### src/hw/rtl/ascii_time_of_day_clock_macros.svh
// Assertion macros used by the time-of-day clock RTL
`ifndef ASCII_TIME_OF_DAY_CLOCK_MACROS_SVH
`define ASCII_TIME_OF_DAY_CLOCK_MACROS_SVH

// Same-cycle implication, checked on every rising clk edge out of reset
`define ATODC_ASSERT_NOW(label, ante, cons, msg) \
    label: assert property (@(posedge clk) disable iff (!rst_n) (ante) |-> (cons)) \
        else $error(msg);

// Next-cycle implication, checked on every rising clk edge out of reset
`define ATODC_ASSERT_NEXT(label, ante, cons, msg) \
    label: assert property (@(posedge clk) disable iff (!rst_n) (ante) |=> (cons)) \
        else $error(msg);

`endif

### src/hw/rtl/atodc_pkg.sv
// Shared types, constants and digit helpers for the time-of-day clock
package atodc_pkg;

    // Opcodes of an input beat
    localparam logic [1:0] OP_TICK   = 2'd0;
    localparam logic [1:0] OP_CHAR   = 2'd1;
    localparam logic [1:0] OP_COMMIT = 2'd2;
    localparam logic [1:0] OP_READ   = 2'd3;

    // Configuration register indexes
    localparam int CFG_IDX_W = 1;
    localparam logic [CFG_IDX_W-1:0] REG_NOTIFY = 1'd0;
    localparam logic [CFG_IDX_W-1:0] REG_LINK   = 1'd1;

    // Characters
    localparam logic [7:0] CHAR_ZERO  = 8'h30;
    localparam logic [7:0] CHAR_NINE  = 8'h39;
    localparam logic [7:0] CHAR_COLON = 8'h3A;

    // Time limits
    localparam logic [4:0] HOUR_MAX = 5'd23;
    localparam logic [5:0] MIN_MAX  = 6'd59;
    localparam logic [5:0] SEC_MAX  = 6'd59;

    // Parser slot that means all three fields are closed
    localparam logic [1:0] SLOT_FULL = 2'd3;
    localparam int NUM_FIELDS = 3;

    // One output run is HH:MM:SS
    localparam int RUN_LEN = 8;
    localparam int IDX_W   = $clog2(RUN_LEN);
    localparam logic [IDX_W-1:0] LAST_IDX = IDX_W'(RUN_LEN - 1);

    // Snapshot of the time as decimal digits, plus the run kind
    typedef struct packed {
        logic [3:0] h_tens;
        logic [3:0] h_ones;
        logic [3:0] m_tens;
        logic [3:0] m_ones;
        logic [3:0] s_tens;
        logic [3:0] s_ones;
        logic       is_read;
    } run_t;

    // Request from the clock core to the serializer
    typedef struct packed {
        logic push;
        run_t run;
    } ser_req_t;

    // Split a value below 60 into tens and ones by a short compare chain
    function automatic logic [7:0] to_digits(input logic [5:0] value);
        logic [3:0] tens;
        logic [5:0] rest;
        tens = 4'd0;
        rest = value;
        for (int k = 0; k < 5; k++) begin
            if (rest >= 6'd10) begin
                rest = rest - 6'd10;
                tens = tens + 4'd1;
            end
        end
        return {tens, rest[3:0]};
    endfunction

endpackage

### src/hw/rtl/ascii_time_of_day_clock.sv
// Time-of-day clock: an input beat is taken on every cycle while the one-run holding slot is
// free; a tick with notify_enable and link_up set, or a read, yields an eight-beat HH:MM:SS run
// on the output, one character per cycle while out_ready is high, from the output serializer.
// A second run waits in the holding slot, and in_ready is low while that slot is full; ticks,
// set characters and commits that yield nothing never fill the slot.
module ascii_time_of_day_clock (
    input  logic                             clk,
    input  logic                             rst_n,
    input  logic                             in_valid,
    output logic                             in_ready,
    input  logic [1:0]                       opcode,
    input  logic [7:0]                       in_char,
    output logic                             out_valid,
    input  logic                             out_ready,
    output logic [7:0]                       out_char,
    output logic                             out_last,
    output logic                             out_is_read,
    input  logic                             cfg_valid,
    output logic                             cfg_ready,
    input  logic [atodc_pkg::CFG_IDX_W-1:0]  cfg_index,
    input  logic                             cfg_data
);

    logic       notify_en_reg;
    logic       link_up_reg;
    logic [4:0] hour_reg,  hour_next;
    logic [5:0] min_reg,   min_next;
    logic [5:0] sec_reg,   sec_next;
    logic [7:0] field_reg  [0:atodc_pkg::NUM_FIELDS-1];
    logic [7:0] field_next [0:atodc_pkg::NUM_FIELDS-1];
    logic [1:0] slot_reg,  slot_next;

    logic                in_fire;
    logic                ser_full;
    logic                is_digit;
    logic [3:0]          digit;
    atodc_pkg::ser_req_t ser_req;
    logic [7:0]          h_dig, m_dig, s_dig;

    assign cfg_ready = 1'b1;
    assign in_ready  = !ser_full;
    assign in_fire   = in_valid && in_ready;
    assign is_digit  = (in_char >= atodc_pkg::CHAR_ZERO) && (in_char <= atodc_pkg::CHAR_NINE);
    assign digit     = 4'(in_char - atodc_pkg::CHAR_ZERO);

    // Configuration registers
    always_ff @(posedge clk or negedge rst_n)
    begin
        if (!rst_n)
        begin
            notify_en_reg <= 1'b0;
            link_up_reg   <= 1'b0;
        end
        else if (cfg_valid)
        begin
            unique case (cfg_index)
                atodc_pkg::REG_NOTIFY: notify_en_reg <= cfg_data;
                atodc_pkg::REG_LINK:   link_up_reg   <= cfg_data;
                default: ;
            endcase
        end
    end

    // Clock and parser next state
    always_comb
    begin
        hour_next = hour_reg;
        min_next  = min_reg;
        sec_next  = sec_reg;
        slot_next = slot_reg;
        for (int i = 0; i < atodc_pkg::NUM_FIELDS; i++)
        begin
            field_next[i] = field_reg[i];
        end
        if (in_fire)
        begin
            case (opcode)
                atodc_pkg::OP_TICK:
                begin
                    if (sec_reg >= atodc_pkg::SEC_MAX)
                    begin
                        sec_next = '0;
                        if (min_reg >= atodc_pkg::MIN_MAX)
                        begin
                            min_next  = '0;
                            hour_next = (hour_reg >= atodc_pkg::HOUR_MAX) ? '0
                                                                          : hour_reg + 1'b1;
                        end
                        else
                        begin
                            min_next = min_reg + 1'b1;
                        end
                    end
                    else
                    begin
                        sec_next = sec_reg + 1'b1;
                    end
                end
                atodc_pkg::OP_CHAR:
                begin
                    if (slot_reg != atodc_pkg::SLOT_FULL)
                    begin
                        if (is_digit)
                        begin
                            // field = field * 10 + digit, kept to eight bits
                            for (int i = 0; i < atodc_pkg::NUM_FIELDS; i++)
                            begin
                                if (slot_reg == 2'(i))
                                begin
                                    field_next[i] = (field_reg[i] << 3) + (field_reg[i] << 1)
                                                    + {4'd0, digit};
                                end
                            end
                        end
                        else if (in_char == atodc_pkg::CHAR_COLON)
                        begin
                            slot_next = slot_reg + 1'b1;
                        end
                    end
                end
                atodc_pkg::OP_COMMIT:
                begin
                    hour_next = (field_reg[0] > {3'd0, atodc_pkg::HOUR_MAX})
                              ? atodc_pkg::HOUR_MAX : field_reg[0][4:0];
                    min_next  = (field_reg[1] > {2'd0, atodc_pkg::MIN_MAX})
                              ? atodc_pkg::MIN_MAX : field_reg[1][5:0];
                    sec_next  = (field_reg[2] > {2'd0, atodc_pkg::SEC_MAX})
                              ? atodc_pkg::SEC_MAX : field_reg[2][5:0];
                    slot_next = '0;
                    for (int i = 0; i < atodc_pkg::NUM_FIELDS; i++)
                    begin
                        field_next[i] = '0;
                    end
                end
                default: ;
            endcase
        end
    end

    always_ff @(posedge clk or negedge rst_n)
    begin
        if (!rst_n)
        begin
            hour_reg <= '0;
            min_reg  <= '0;
            sec_reg  <= '0;
            slot_reg <= '0;
            for (int i = 0; i < atodc_pkg::NUM_FIELDS; i++)
            begin
                field_reg[i] <= '0;
            end
        end
        else
        begin
            hour_reg <= hour_next;
            min_reg  <= min_next;
            sec_reg  <= sec_next;
            slot_reg <= slot_next;
            for (int i = 0; i < atodc_pkg::NUM_FIELDS; i++)
            begin
                field_reg[i] <= field_next[i];
            end
        end
    end

    // Snapshot of the time after this beat, as digits, for a run
    assign h_dig = atodc_pkg::to_digits({1'b0, hour_next});
    assign m_dig = atodc_pkg::to_digits(min_next);
    assign s_dig = atodc_pkg::to_digits(sec_next);

    always_comb
    begin
        ser_req.push = in_fire &&
                       (((opcode == atodc_pkg::OP_TICK) && notify_en_reg && link_up_reg) ||
                        (opcode == atodc_pkg::OP_READ));
        ser_req.run.h_tens  = h_dig[7:4];
        ser_req.run.h_ones  = h_dig[3:0];
        ser_req.run.m_tens  = m_dig[7:4];
        ser_req.run.m_ones  = m_dig[3:0];
        ser_req.run.s_tens  = s_dig[7:4];
        ser_req.run.s_ones  = s_dig[3:0];
        ser_req.run.is_read = (opcode == atodc_pkg::OP_READ);
    end

    atodc_serializer u_serializer (
        .clk         (clk),
        .rst_n       (rst_n),
        .req         (ser_req),
        .full        (ser_full),
        .out_valid   (out_valid),
        .out_ready   (out_ready),
        .out_char    (out_char),
        .out_last    (out_last),
        .out_is_read (out_is_read)
    );

endmodule

### src/hw/rtl/atodc_serializer.sv
// Holding slot and eight-beat output serializer for HH:MM:SS runs
`include "ascii_time_of_day_clock_macros.svh"

module atodc_serializer (
    input  logic               clk,
    input  logic               rst_n,
    input  atodc_pkg::ser_req_t req,
    output logic               full,
    output logic               out_valid,
    input  logic               out_ready,
    output logic [7:0]         out_char,
    output logic               out_last,
    output logic               out_is_read
);

    logic                       pend_valid_reg;
    atodc_pkg::run_t            pend_run_reg;
    logic                       act_valid_reg;
    atodc_pkg::run_t            act_run_reg;
    logic [atodc_pkg::IDX_W-1:0] idx_reg;

    logic out_fire;
    logic run_done;
    logic load_act;

    assign full      = pend_valid_reg;
    assign out_valid = act_valid_reg;
    assign out_fire  = act_valid_reg && out_ready;
    assign run_done  = out_fire && (idx_reg == atodc_pkg::LAST_IDX);
    // Active stage takes the held run when it is empty or finishing
    assign load_act  = pend_valid_reg && (!act_valid_reg || run_done);

    // Holding slot
    always_ff @(posedge clk or negedge rst_n)
    begin
        if (!rst_n)
        begin
            pend_valid_reg <= 1'b0;
        end
        else if (req.push)
        begin
            pend_valid_reg <= 1'b1;
        end
        else if (load_act)
        begin
            pend_valid_reg <= 1'b0;
        end
    end

    always_ff @(posedge clk)
    begin
        if (req.push)
        begin
            pend_run_reg <= req.run;
        end
    end

    // Active run and character index
    always_ff @(posedge clk or negedge rst_n)
    begin
        if (!rst_n)
        begin
            act_valid_reg <= 1'b0;
            idx_reg       <= '0;
        end
        else if (load_act)
        begin
            act_valid_reg <= 1'b1;
            idx_reg       <= '0;
        end
        else if (run_done)
        begin
            act_valid_reg <= 1'b0;
            idx_reg       <= '0;
        end
        else if (out_fire)
        begin
            idx_reg <= idx_reg + 1'b1;
        end
    end

    always_ff @(posedge clk)
    begin
        if (load_act)
        begin
            act_run_reg <= pend_run_reg;
        end
    end

    // Character select for the current beat
    always_comb
    begin
        case (idx_reg)
            3'd0:    out_char = atodc_pkg::CHAR_ZERO + {4'd0, act_run_reg.h_tens};
            3'd1:    out_char = atodc_pkg::CHAR_ZERO + {4'd0, act_run_reg.h_ones};
            3'd3:    out_char = atodc_pkg::CHAR_ZERO + {4'd0, act_run_reg.m_tens};
            3'd4:    out_char = atodc_pkg::CHAR_ZERO + {4'd0, act_run_reg.m_ones};
            3'd6:    out_char = atodc_pkg::CHAR_ZERO + {4'd0, act_run_reg.s_tens};
            3'd7:    out_char = atodc_pkg::CHAR_ZERO + {4'd0, act_run_reg.s_ones};
            default: out_char = atodc_pkg::CHAR_COLON;
        endcase
    end

    assign out_last    = (idx_reg == atodc_pkg::LAST_IDX);
    assign out_is_read = act_run_reg.is_read;

    // Checks
    `ATODC_ASSERT_NOW(a_push_into_empty, req.push, !pend_valid_reg, "run pushed into full slot")
    `ATODC_ASSERT_NEXT(a_run_ends, run_done && !pend_valid_reg, !act_valid_reg, "run did not end")
    `ATODC_ASSERT_NEXT(a_idx_step, out_fire && !run_done, act_valid_reg && (idx_reg == $past(idx_reg) + 1'b1), "index did not advance")
    `ATODC_ASSERT_NOW(a_start_at_zero, $rose(act_valid_reg), idx_reg == '0, "run started mid-way")

endmodule

### config.mk
export PLATFORM = sky130hd
export DESIGN_NAME = ascii_time_of_day_clock
export DESIGN_NICKNAME = d
export VERILOG_FILES = /design/src/hw/rtl/atodc_pkg.sv /design/src/hw/rtl/ascii_time_of_day_clock.sv /design/src/hw/rtl/atodc_serializer.sv
export VERILOG_INCLUDE_DIRS = /design/src /design/src/hw/rtl
export SDC_FILE = /design/constraint.sdc
export NUM_CORES = 1
export LEC_CHECK = 0
export ABC_AREA = 1
export ABC_CLOCK_PERIOD_IN_PS = 10000
export BUFFER_PORTS_ARGS = -buffer_cell sky130_fd_sc_hd__buf_2
export CAP_MARGIN = 20
export CORE_MARGIN = 2
export CORE_UTILIZATION = 45
export CTS_CLUSTER_DIAMETER = 120
export CTS_CLUSTER_SIZE = 40
export DETAILED_ROUTE_END_ITERATION = 12
export REMOVE_ABC_BUFFERS = 1
export SLEW_MARGIN = 20
export SYNTH_ARGS = -nofsm -noshare
export SYNTH_HDL_FRONTEND = slang
export SYNTH_SLANG_ARGS = --single-unit
### constraint.sdc
create_clock -name clk -period 10 [get_ports clk]
set_input_delay 0 -clock clk [delete_from_list [all_inputs] [get_ports clk]]
set_output_delay 0 -clock clk [all_outputs]
set_load 0.005 [all_outputs]
Word level (Yosys, flattened, before mapping)
Index checks and enable logic that the tools add are counted.
{ "classes": {"add_sub_neg": 45, "order_cmp": 23, "eq_ne": 19, "mux": 63, "bitwise_logic": 1, "reduce_logical": 25} }
{ "ops": {"columns": ["operator", "count"], "rows": [
  ["$mux 6", 19],
  ["$ge 6x4->1 const B", 14],
  ["$sub 6x4->6 const B", 11],
  ["$mux 4", 15],
  ["$add 4x1->4 const B", 12],
  ["$mux 24", 2],
  ["$pmux 24 s2", 1],
  ["$pmux 8 s6", 1],
  ["$add 6x4->7 const A", 6],
  ["$mux 5", 5],
  ["$add 8x4->8", 3],
  ["$add 8x8->8", 3],
  ["$mux 8", 3],
  ["$pmux 6 s2", 2],
  ["$reduce_and 5->1", 4],
  ["$gt 8x6->1 const B", 2],
  ["$ne 2x2->1 const B", 8],
  ["$add 6x1->6 const B", 2],
  ["$ge 6x6->1 const B", 2],
  ["$sub 4x4->4 const B", 3],
  ["$pmux 5 s2", 1],
  ["$eq 3x3->1 const B", 3],
  ["$mux 3", 3],
  ["$eq 8x6->1 const B", 1],
  ["26 further kinds", 50]
]} }
{ "word_totals": {"regBits": 100, "in_bits": 17, "output_inout_bits": 13, "wordCells": 202} }

Depth between registers and ports, before layout
{ "logic_depth": {"word_depth": 16, "ltp_mapped": 49, "ltp_nobuf": 49} }

Cells and area by module
A second synthesis with hierarchy kept.
{ "hier_totals": {"cells_unflattened": 1115, "area_unflattened_um2": 8541.9} }
{ "modules_own_cells": {"columns": ["mod", "instances", "cells_each", "area_per_inst_um2", "seq_area_each_um2"], "rows": [
  ["ascii_time_of_day_clock", 1, 978, 6454.9, 1126.1],
  ["atodc_serializer", 1, 137, 2087.0, 1626.6]
]} }

Least setup slack after synthesis
Ideal clock, no wire load.
{ "synth_timing": {"kind": "register to register", "from": "register min_reg[0]", "to": "register u_serializer.pend_run_reg[23] in the netlist's numbering, data pin", "setup_time_ps": 252, "arrival_time_ps": 4709, "required_ps": 9748, "slack_ps": 5039, "path_stages_with_launch": 43, "n_path_buf": 0, "synth_period_minus_slack_ps": 4961, "cell_sequence": "dfrtp_1 > ha_1 > nor2_1 > nor2_4 > nand2_2 > nor2_1 > nor2_1 > nand2_1 > nand2_1 > a21boi_0 > ha_1 > inv_1 > nor2_1 > nand3_4 > nand3_4 > nand2_2 > nand2_2 > inv_1 > (+7 left out) > nand2_1 > nand2_1 > inv_2 > ha_1 > nand2_1 > nor2_1 > nand2_1 > nand4_4 > xor2_1 > inv_1 > ha_1 > nand2_1 > nand2_2 > ha_1 > nand3_1 > nand2_1 > nand2_1 > nand2_1"} }
{ "synth_between": {"elab_chain_len": 15, "elab_cells_between_ends": 27, "classes_between": "8 x add/sub; 6 x order compare; 13 x mux"} }
{ "synth_rtl": {"columns": ["item", "line", "source"], "rows": [
  ["start: declaration", "ascii_time_of_day_clock.sv:27", "logic [5:0] min_reg, min_next;"],
  ["start signal: assignment", "ascii_time_of_day_clock.sv:156", "min_reg <= min_next;"],
  ["$ge 6x6->1 (*)", "ascii_time_of_day_clock.sv:83", "if (min_reg >= atodc_pkg::MIN_MAX)"],
  ["$mux 5 (*)", "ascii_time_of_day_clock.sv:83", null],
  ["$mux 5 (*)", "ascii_time_of_day_clock.sv:80", "if (sec_reg >= atodc_pkg::SEC_MAX)"],
  ["$pmux 5 s2 (*)", "ascii_time_of_day_clock.sv:77", "case (opcode)"],
  ["$mux 5 (*)", "ascii_time_of_day_clock.sv:75", "if (in_fire)"],
  ["$sub 5x4->6 / $ge 5x4->1 (equally long branches)", "atodc_pkg.sv:59, atodc_pkg.sv:58", null],
  ["$mux 6 / $mux 1 (equally long branches)", "atodc_pkg.sv:58", "if (rest >= 6'd10) begin"],
  ["$sub 6x4->6 (tied with other cells)", "atodc_pkg.sv:59", "rest = rest - 6'd10;"],
  ["$mux 6 / $mux 4 (equally long branches)", "atodc_pkg.sv:58", null],
  ["$sub 6x4->6 (tied with other cells)", "atodc_pkg.sv:59", null],
  ["$mux 6 / $mux 4 (equally long branches)", "atodc_pkg.sv:58", null],
  ["$sub 6x4->6 (tied with other cells)", "atodc_pkg.sv:59", null],
  ["$mux 6 / $mux 4 (equally long branches)", "atodc_pkg.sv:58", null],
  ["$ge 6x4->1 / $add 4x1->4 (equally long branches)", "atodc_pkg.sv:58, atodc_pkg.sv:60", null],
  ["$mux 4 (*)", "atodc_pkg.sv:58", null],
  ["named net h_dig[6]", "ascii_time_of_day_clock.sv:38", "logic [7:0] h_dig, m_dig, s_dig;"],
  ["end signal: assignment", "atodc_serializer.sv:54", "pend_run_reg <= req.run;"],
  ["end: declaration", "atodc_serializer.sv:17", "atodc_pkg::run_t pend_run_reg;"]
]} }
Mark *: on every way through the listed nets, which the timed path passes. The rest lies on a longest branch.
A chain may end at the register's enable or synchronous reset.

Worst setup path in the final report
{ "layout_timing": {"from": "register sec_reg[0]", "to": "register u_serializer.pend_run_reg[23] in the netlist's numbering, data pin"} }
{ "layout_between": {"elab_chain_len": 14, "elab_cells_between_ends": 26, "classes_between": "8 x add/sub; 6 x order compare; 12 x mux"} }
{ "layout_rtl": {"columns": ["item", "line", "source"], "rows": [
  ["start: declaration", "ascii_time_of_day_clock.sv:28", "logic [5:0] sec_reg, sec_next;"],
  ["start signal: assignment", "ascii_time_of_day_clock.sv:157", "sec_reg <= sec_next;"],
  ["$ge 6x6->1 (*)", "ascii_time_of_day_clock.sv:80", null],
  ["$mux 5 (*)", "ascii_time_of_day_clock.sv:80", null],
  ["$pmux 5 s2 (*)", "ascii_time_of_day_clock.sv:77", null],
  ["$mux 5 (*)", "ascii_time_of_day_clock.sv:75", null],
  ["$sub 5x4->6 / $ge 5x4->1 (equally long branches)", "atodc_pkg.sv:59, atodc_pkg.sv:58", null],
  ["$mux 6 / $mux 1 (equally long branches)", "atodc_pkg.sv:58", null],
  ["$sub 6x4->6 (tied with other cells)", "atodc_pkg.sv:59", null],
  ["$mux 6 / $mux 4 (equally long branches)", "atodc_pkg.sv:58", null],
  ["$sub 6x4->6 (tied with other cells)", "atodc_pkg.sv:59", null],
  ["$mux 6 / $mux 4 (equally long branches)", "atodc_pkg.sv:58", null],
  ["$sub 6x4->6 (tied with other cells)", "atodc_pkg.sv:59", null],
  ["$mux 6 / $mux 4 (equally long branches)", "atodc_pkg.sv:58", null],
  ["$ge 6x4->1 / $add 4x1->4 (equally long branches)", "atodc_pkg.sv:58, atodc_pkg.sv:60", null],
  ["$mux 4 (*)", "atodc_pkg.sv:58", null],
  ["named net h_dig[6]", "ascii_time_of_day_clock.sv:38", null]
]} }
Marks and branches as above.

==> reports/metrics.csv <==
stage,metric,value,unit
outcome,status,finished clean,
worst_setup_path,slowest CP cell,a21boi_0,
timing,Slew headroom,33.9,%
clocking,CTS tree,yes,
timing,minimum clock period after layout,5.86,ns
worst_setup_path,Most common cell on crit path,nand2_1,
clocking,# Post-CTS Setup Buffers,0,
placement,DP Wirelength,13400,um
route,Vias per Instance,4.90,
flow_run,max cap viols,0,
grt,gr usage total,18.0,%
grt,GR Overflow Total,0,
worst_setup_path,CP startpoint kind,register,
floorplan,area of the core,18700,um2
worst_hold_path,WHS Path Cells,3,
timing,fmax,0.171,GHz
worst_setup_path,reg2reg path depth,42,
floorplan,Die X,142,um
route,DR vias,6733,
route,WL per Instance,12.2,um
grt,first-pass GRT wire length,29800,um
clocking,Inserted Clock Buffers,9,
worst_setup_path,Critical Path Max Stage Delay,0.44,ns
timing,"Setup violations, final",0,
clocking,clk_lat worst skew,0.35,ns
layout,ANT cells,0,
timing,fin. max-slew vios,0,
timing,post-route setup TNS,0,ns
grt,initial antenna violation count,0,
worst_setup_path,Reg2Reg Setup Slack,4.14,ns
layout,number of flip-flops in the largest register,25,
worst_setup_path,Crit. End Element,register,
timing,crit share post-route,58.6,%
clocking,Num Clock Sinks,100,
placement,PortBufs,24,
clocking,clk buf depth,2,
worst_setup_path,Crit Path Class,reg2reg,
grt,vias in the first global route,6378,
floorplan,I/O pin count,30,
layout,Area Overhead vs Synth,8.43,%
clocking,H-tree levels,3,
yosys,Synth Instances,1098,
yosys,number of synthesized flops with an enable pin,50,
clocking,root buffer cell,clkbuf_16,
yosys,commonest cells in the netlist,"298 x nand2_1, 130 x inv_1, 72 x ha_1, 71 x nand3_1, 70 x nand2_2",
grt,maximum number of pins on one net before global-route repair,51,
worst_hold_path,Hold Path End,field_reg[0],
worst_hold_path,Hold Startpoint,in_char[0],
timing,worst-margin pin slew,0.990,ns
placement,Final GP Congestion,0.843,
worst_setup_path,r2r startpoint,sec_reg[0],
route,First-pass DRT Iterations,5,
yosys,cell type with the largest total area after synthesis,edfxtp_1,
yosys,Post-Syn Area,8590,um2
route,drt total wl,16800,um
yosys,Async SR Flop Fraction,50.0,%
route,final antenna-violating net count,0,
worst_setup_path,CP arrival,5.97,ns
floorplan,die area,20200,um2
timing,Hold Slack,0.00940,ns
floorplan,Initial Utilization,45.9,%
yosys,Seq cells post-synth,100,
timing,Final WS setup,4.14,ns
clocking,clock-pin transition on the worst setup and hold timing paths,0.07,ns
layout,final core occ,49.8,%
yosys,"Seq/Total Area, Yosys",32.0,%
layout,Total Nets Final,1229,
yosys,ys flop type,edfxtp_1,
yosys,most frequent cell after synthesis,nand2_1,
timing,RSZ-0062 raised after global routing,no,
timing,Final Hold Viols,0,
worst_setup_path,CP max FO,11,
yosys,Synth top area share,17.5,%
route,Detailed Route Iter0 Violations,323,
floorplan,die height,142,um
yosys,Area contributors post-synth,"edfxtp_1 17%, dfrtp_1 15%, nand2_1 13%",
placement,Place WS,4.11,ns
worst_hold_path,Hold Crit Class,in2reg,
timing,Worst Clk Skew,0.00996,ns
worst_setup_path,CP required,10.11,ns
yosys,Synth warnings,0,
worst_setup_path,reg2reg end,u_serializer.pend_run_reg[23],
layout,layout cells sized above 1,19.1,%
yosys,Syn Area/Cell,7.83,um2
route,drt drc,0,
clocking,PostCTS Resize Cnt,0,
floorplan,Core Rows,50,
yosys,Yosys cell types,61,
[how the worst max path moves through the flow]
stage | startpoint | to | slack (ns) | cells past startpoint
final | sec_reg[0] | u_serializer.pend_run_reg[23] | 4.14 | 42
after global routing | sec_reg[0] | u_serializer.pend_run_reg[20] | 3.49 | 41
after CTS | sec_reg[0] | u_serializer.pend_run_reg[20] | 4.09 | 41
after detailed placement | sec_reg[0] | u_serializer.pend_run_reg[20] | 4.11 | 41
after global placement | sec_reg[0] | u_serializer.pend_run_reg[20] | 4.25 | 41
after floorplan | sec_reg[0] | u_serializer.pend_run_reg[23] | 4.80 | 42
[metal layers]
metal / GRT usage, % / routed length, um / vias up
li1: - / - / 3659
met1: 24.5 / 8470 / 2999
met2: 30.2 / 7840 / 66
met3: 2.93 / 356 / 9
met4: 4.00 / 102 / 0
met5: 0 / 0 / -
[cells in the final DEF (no fill, tap or decap), types with 3 or more instances in the layout]
| cell | netlist | routed |
|---|---|---|
| a21oi_1 | 28 | 27 |
| nand2_4 | 14 | 14 |
| nand3b_1 | 3 | 3 |
| a31oi_1 | 7 | 7 |
| dfrtp_1 | 50 | 50 |
| nand3_2 | 5 | 5 |
| o21ai_0 | 34 | 34 |
| o211ai_1 | 4 | 4 |
| nor2_4 | 9 | 9 |
| o22ai_1 | 7 | 7 |
| o31ai_1 | 3 | 3 |
| clkinv_1 | 3 | 3 |
| edfxtp_1 | 50 | 50 |
| nand3_4 | 10 | 10 |
| ha_1 | 72 | 72 |
| xor2_1 | 23 | 23 |
| nand4_1 | 31 | 31 |
| inv_1 | 130 | 130 |
| inv_2 | 38 | 38 |
| xnor2_1 | 9 | 9 |
| clkbuf_16 | 0 | 9 |
| nand2_2 | 70 | 70 |
| nor2_1 | 51 | 51 |
| nand2_1 | 298 | 298 |
| nor2_2 | 7 | 7 |
| nand3_1 | 71 | 71 |
| fa_1 | 6 | 6 |
| dlygate4sd3_1 | 0 | 6 |
| a21oi_2 | 2 | 3 |
| a22o_1 | 4 | 4 |
| buf_2 | 3 | 24 |
| conb_1 | 2 | 5 |
| o21bai_1 | 3 | 3 |
| clkinv_4 | 0 | 3 |
| o21ai_1 | 8 | 8 |
[worst max-delay path: cells and delay by family, from the launching register on]
kind / cells / cell delay (ns)
adders and majority gates: 6 / 1.22
and+or+nand+nor: 29 / 3.01
buffers and inverters: 5 / 0.33
AOI/OAI and AO/OA: 1 / 0.44
DFF: 1 / 0.39
xor gates and xnor gates: 1 / 0.21
[layout make-up]
cell class | instances | area, um2
inverters | 171 | 642
repair buffers | 32 | 195
fillers | 1811 | 9390
clock buffers | 10 | 229
flip-flops and latches | 100 | 2750
well taps | 234 | 293
multi-input cells | 820 | 5150
clock inverters | 6 | 60.1
[cells by family (layout without fill, tap and decap cells)]
| logic type | Yosys count | count (layout) | synth area share (%) |
|---|---|---|---|
| other | 2 | 5 | 0.0874 |
| AO/OA/AOI/OAI | 122 | 122 | 9.38 |
| buffers and inverters | 181 | 219 | 8.26 |
| adder cells (fa/ha/maj) | 78 | 78 | 11.9 |
| XOR/XNOR | 33 | 33 | 3.45 |
| flip-flops | 100 | 100 | 32.0 |
| AND/OR/NAND/NOR | 582 | 582 | 34.9 |
[metrics by stage]
step,area (um2),instances
floorplan,8540,1091
global placement,8970,1351
detailed placement,8970,1351
CTS,9320,1373
global route,9320,1373
finish,9320,1373
[what timing repair did]
| action | 4_1_cts | 5_1_grt |
|---|---|---|
| hold endpoints to repair | 53 | 0 |
| setup endpoints to repair | 0 | 0 |
| hold buffers | 6 | 0 |
Power is not shown: default switching activity piles up to over one toggle a cycle in this logic, so the estimate is an artifact.
